## src/sv/bmss_ram.sv

```systemverilog
`timescale 1ns / 1ps
// Generic single-write, single-read RAM with a registered read port.
// Stand-alone; used for every store of the search block.
module bmss_ram #(
	parameter int WIDTH = 8,
	parameter int DEPTH = 64
) (
	input  logic                                   clk,
	input  logic                                   we,
	input  logic [(DEPTH > 1 ? $clog2(DEPTH) : 1)-1:0] waddr,
	input  logic [WIDTH-1:0]                       wdata,
	input  logic [(DEPTH > 1 ? $clog2(DEPTH) : 1)-1:0] raddr,
	output logic [WIDTH-1:0]                       rdata
);

	logic [WIDTH-1:0] mem [DEPTH];

	always_ff @(posedge clk) begin
		if (we) begin
			mem[waddr] <= wdata;
		end
		rdata <= mem[raddr];
	end

endmodule

```

## config.mk

```make
export PLATFORM = sky130hd
export DESIGN_NAME = bmss_ram
export DESIGN_NICKNAME = d
export VERILOG_FILES = /design/src/sv/bmss_ram.sv
export SDC_FILE = /design/constraint.sdc
export NUM_CORES = 1
export LEC_CHECK = 0
export CAP_MARGIN = 20
export CORE_MARGIN = 2
export CORE_UTILIZATION = 39
export DETAILED_ROUTE_END_ITERATION = 16
export DONT_BUFFER_PORTS = 1
export GPL_TIMING_DRIVEN = 0
export PLACE_DENSITY = 0.52
export SYNTH_ARGS = -nofsm -noshare
export SYNTH_HDL_FRONTEND = slang
export SYNTH_SLANG_ARGS = --single-unit
```

## constraint.sdc

```tcl
create_clock -name clk -period 1.89 [get_ports clk]
set_input_delay 0.378 -clock clk [delete_from_list [all_inputs] [get_ports clk]]
set_output_delay 0.378 -clock clk [all_outputs]
set_load 0.1 [all_outputs]
```

Word level (Yosys, flattened, before mapping) --
Memories as Yosys holds them, arrays and structs flattened. A register that Yosys moved wholly into a read port is not among the register bits. Index checks and enable logic that the tools add are counted.
Word-level totals: register bits after elaboration 0, memory bits (writable) 512, input bits 22, output and inout port bits 8, logic and storage cells 3, memories kept 1
Memories:
- mem | depth 64, width 8, rd ports 1, clocked after memory_dff 1, write ports 1, RTL line 16 | logic [WIDTH-1:0] mem [DEPTH];
Operators by class: multiplexer cells 2
Operator list (number):
- $mux 1 | 2

Longest topological paths before layout --
word-level depth 2, mapped depth 9, mapped depth without buffers 5

Worst setup path after synthesis --
No wires, ideal clock.
path kind input to register, start input raddr[1] in the netlist's numbering, end register rdata[3], read port of mem, setup time 128 ps, data arrival time 1918 ps, data required time 1762 ps, slack -156 ps, stages 7, buffers on the path 3, cells stage by stage buf_4 buf_2 buf_2 mux4_2 mux4_2 o21ai_1 o41ai_1
RTL lines:
- start: declaration | RTL line 12 | input logic [(DEPTH > 1 ? $clog2(DEPTH) : 1)-1:0] raddr,
- end: declaration | RTL line 13 | output logic [WIDTH-1:0] rdata

Worst setup path in the final report --
start input waddr[2] in the netlist's numbering, end memory mem[25][2], enable pin
RTL lines:
- start: declaration | RTL line 10 | input logic [(DEPTH > 1 ? $clog2(DEPTH) : 1)-1:0] waddr,
- end: declaration | RTL line 16
No word-level cell before the write port.

==> results.rst <==
.. list-table::
   :header-rows: 1

   * - Metric
     - Value
   * - Result of the run
     - complete, but fails checks
   * - Violations in the final reports
     - negative setup slack
   * - DRC violation count after routing
     - 0
   * - Nets in the synthesized netlist
     - 962
   * - Global-route wire length before repair
     - 75.3 mm
   * - Relative slew margins
     - 30.5%
   * - Peak supply drop
     - 0.000637 V
   * - Post-synthesis sequential area ratio
     - 77.0%
   * - Share of flip-flops with an asynchronous set or reset after synthesis
     - 0%
   * - Number of core rows
     - 83
   * - Top cells by count, synth
     - 512 x sky130_fd_sc_hd__edfxtp_1, 126 x sky130_fd_sc_hd__mux4_2, 83 x sky130_fd_sc_hd__nor2_1
   * - Kind of critical path
     - primary input to flop
   * - P&R area growth vs syn
     - 17.2%
   * - Total of buffers placed on input and output ports
     - 0
   * - Post-CTS clock slew at the launch and capture registers of the worst setup and hold paths
     - 60 ps
   * - Top fanout value on the critical path
     - 10
   * - Number of sinks driven by the clock tree
     - 520
   * - Highest attainable clock frequency
     - 0.478 GHz
   * - TritonCTS clock tree
     - yes
   * - Pin count of the biggest net entering global routing
     - 65
   * - Dominant combinational cell family by area after synthesis
     - multiplexers
   * - Final hold vios
     - 0
   * - Final-stage net count
     - 1030
   * - Post-synthesis share of cell area spent on and, or, nand and nor gates
     - 3.39%
   * - Deepest level of the CTS H-tree
     - 2
   * - Post-synthesis sequential element count
     - 520
   * - Logic pwr share
     - 5.7%
   * - WP buf/inv
     - 1
   * - Worst-case reg-to-reg path depth
     - 5
   * - Main area contributors after synthesis
     - sky130_fd_sc_hd__edfxtp_1 76%, sky130_fd_sc_hd__mux4_2 14%, sky130_fd_sc_hd__nor2_1 1.5%
   * - Cell breakdown of the critical path
     - clkbuf_1, nor2_1, nand3_1, nor2_2
   * - Cell depth of the worst min-delay path
     - 3
   * - Crit path max-delay cell type
     - sky130_fd_sc_hd__nor2_2
   * - Required time at the worst-slack endpoint
     - 2130 ps
   * - Antenna violations before repair
     - 5
   * - Family with the most delay on the worst path
     - simple AND/OR/NAND/NOR gates
   * - Maximum count of clock buffers along a single path
     - 3
   * - Global-route total usage across every layer
     - 20.0%
   * - Post-route antenna net violation count
     - 0
   * - Power per Cell Area
     - 1060 nW/um2
   * - Setup crit end kind
     - flop
   * - Post-synth top area share
     - 76.2%
   * - Floorplan die area
     - 53500 um2
   * - Effective utilization at floorplan
     - 39.4%
   * - Number of DRC markers in iteration 0
     - 1032
   * - Total number of vias
     - 9802
   * - Pins Over Slew Limit
     - 0
   * - Arr. time, crit path
     - 2330 ps
   * - Mux cell area share after synthesis
     - 15.9%
   * - Cell internal pwr
     - 19600 uW
   * - Number of warnings reported in the yosys synthesis log
     - 0
   * - Setup skew after layout
     - 12.7 ps
   * - Drt pass-1 iters
     - 5
   * - Switching component of the power
     - 5520 uW
   * - Number of top-level design ports
     - 30
   * - Vias in the first global route
     - 10.3k
   * - Post-synthesis xor/xnor area fraction
     - 0%
   * - Count of max-cap constraint violations
     - 0
   * - Remaining Overflow, GRT
     - 0
   * - Master cell of the clock root buffer
     - sky130_fd_sc_hd__clkbuf_16
   * - Switching portion of total power
     - 22.0%
   * - Global placement routability congestion
     - 0.878
   * - Period utilization
     - 111%
   * - Worst Setup Slack, final
     - -201 ps
   * - Most used standard cell by instance count after synthesis
     - sky130_fd_sc_hd__edfxtp_1
   * - Adder-cell share of the synthesized area
     - 0%
   * - Wire length reported by the detailed router
     - 52.0 mm
   * - Synth Area in Compound Gates
     - 2.07%
   * - # setup viols final
     - 164
   * - Final instance count without filler cells
     - 1735
   * - Delay of the slowest cell on the worst path
     - 770 ps
   * - Primary flip-flop cell chosen by synthesis mapping
     - sky130_fd_sc_hd__edfxtp_1
   * - Part of the total power dissipated in the clock network
     - 42.7%
   * - Share of post-route cells with drive strength above 1
     - 35.2%
   * - Library cells used by synthesis
     - 40
   * - Clk_lat worst skew
     - 610 ps
   * - Gate Count Post-Synth
     - 940
   * - Number of buffers created by CTS
     - 54
   * - Sequential cell fraction of total power
     - 51.6%
   * - Path category of the worst min-delay check
     - primary input to flop
   * - Post-layout power
     - 25100 uW
   * - Via-to-Cell Ratio
     - 5.65
   * - Die height
     - 231 um
   * - Time the worst path needs with I/O delays and setup
     - 2090 ps
   * - Area of the mapped netlist
     - 20200 um2
   * - DP HPWL
     - 32.5 mm
   * - Core Area
     - 51200 um2
   * - Average cell area after synthesis
     - 21.5 um2
   * - Dominant cell type by area after synthesis
     - sky130_fd_sc_hd__edfxtp_1
   * - Slew @ Worst Pin
     - 1040 ps
   * - Die Width
     - 231 um
   * - EDFF count, synth
     - 512
   * - Crit. path cell count
     - 4
   * - Static leakage
     - 0.00723 uW
   * - Cell count after placement
     - 1622
   * - Average detailed-routed wire length per instance
     - 30.0 um
   * - Post-route setup TNS
     - -14040 ps
   * - Unrepaired setup endpoints after global routing
     - yes
   * - Setup crit start kind
     - primary input
==> power by group through the flow <==
stage,logic [uW],clock network [uW],registers [uW]
after floorplan,692,0,13200
after global placement,1080,0,13200
after detailed placement,1080,0,13200
after CTS,1380,10900,13000
after global routing,1520,11400,13000
final,1440,10700,13000
==> state kept, by name (all words and copies together) (netlist names) <==
register and cells:
rdata 8, mem 512
==> stage by stage <==
stage	util [%]	cell area (um2)	setup WS, ps	hold slack (ps)
after floorplan	-	20200	-36.5	477
after global placement	41.1	21100	-1670	482
after detailed placement	41.2	21100	-1630	484
after CTS	45.6	23300	-131	25.9
after global routing	46.1	23600	-204	50.3
final	46.2	23600	-201	64.8
==> area by class of cell <==
cell class                      count  area [um2]
Clock inverter                     31         274
Clock buffer                       70        1510
Antenna cell                        2        5.00
Multi-Input combinational cell    369        4760
Fill cell                        4247       27600
Buffer                             50         433
Sequential cell                   520       15500
Timing Repair Buffer               13         255
Tap cell                          680         851
==> repair_timing <==
item	4_1_cts	5_1_grt
endpoints found under the hold margin	514	0
hold buffers	9	0
setup endpoints to repair	276	313
setup buffers	0	2
gates resized for setup	80	76
pin swaps	4	11
==> kinds of logic after synthesis <==
logic type | Yosys count
and+or+nand+nor | 153
muxes | 162
buffers and inverters | 51
AOI/OAI and AO/OA | 54
DFF | 520
==> placed cells by master (no fill, tap or decap), types with 5 or more instances in the layout <==
cell	n
sky130_fd_sc_hd__a221oi_1	6
sky130_fd_sc_hd__buf_16	8
sky130_fd_sc_hd__buf_2	6
sky130_fd_sc_hd__buf_4	9
sky130_fd_sc_hd__buf_6	14
sky130_fd_sc_hd__bufinv_16	5
sky130_fd_sc_hd__clkbuf_1	19
sky130_fd_sc_hd__clkbuf_16	57
sky130_fd_sc_hd__clkbuf_2	6
sky130_fd_sc_hd__clkinv_1	12
sky130_fd_sc_hd__clkinv_2	11
sky130_fd_sc_hd__dfxtp_2	8
sky130_fd_sc_hd__edfxtp_1	512
sky130_fd_sc_hd__mux2_2	11
sky130_fd_sc_hd__mux2i_1	16
sky130_fd_sc_hd__mux2i_2	6
sky130_fd_sc_hd__mux4_2	126
sky130_fd_sc_hd__nand2_1	18
sky130_fd_sc_hd__nand2b_1	7
sky130_fd_sc_hd__nand3_1	11
sky130_fd_sc_hd__nor2_1	23
sky130_fd_sc_hd__nor2_2	49
sky130_fd_sc_hd__nor2_4	11
sky130_fd_sc_hd__nor2b_1	14
sky130_fd_sc_hd__o221ai_1	8
sky130_fd_sc_hd__o22ai_1	5
==> worst reg2reg max path, cell delays in order, from the launching register on <==
cell,delay [ps]
sky130_fd_sc_hd__edfxtp_1,390
sky130_fd_sc_hd__mux4_2,540
sky130_fd_sc_hd__mux4_2,570
sky130_fd_sc_hd__nor2_4,130
sky130_fd_sc_hd__nor3_2,60
sky130_fd_sc_hd__o2bb2ai_2,170
==> routing by layer <==
layer / GRT usage, % / share of wire, % / vias up
met5: 0 / 0.048 / -
met4: 5.91 / 2.4 / 4
met3: 4.22 / 6.7 / 72
met2: 30.4 / 46 / 350
met1: 29.3 / 45 / 5288
li1: - / - / 4088
==> path summary, 6_finish.rpt <==
check / start / end / slack (ps)
max: waddr[2] / mem[25][2]$_DFFE_PP_ / -200
min: raddr[5] / rdata[7]$_DFF_P_ / 60
max reg2reg: mem[11][1]$_DFFE_PP_ / rdata[1]$_DFF_P_ / -120
min reg2reg: mem[30][1]$_DFFE_PP_ / rdata[1]$_DFF_P_ / 940
No activity file was read; power rests on OpenSTA's default activity.
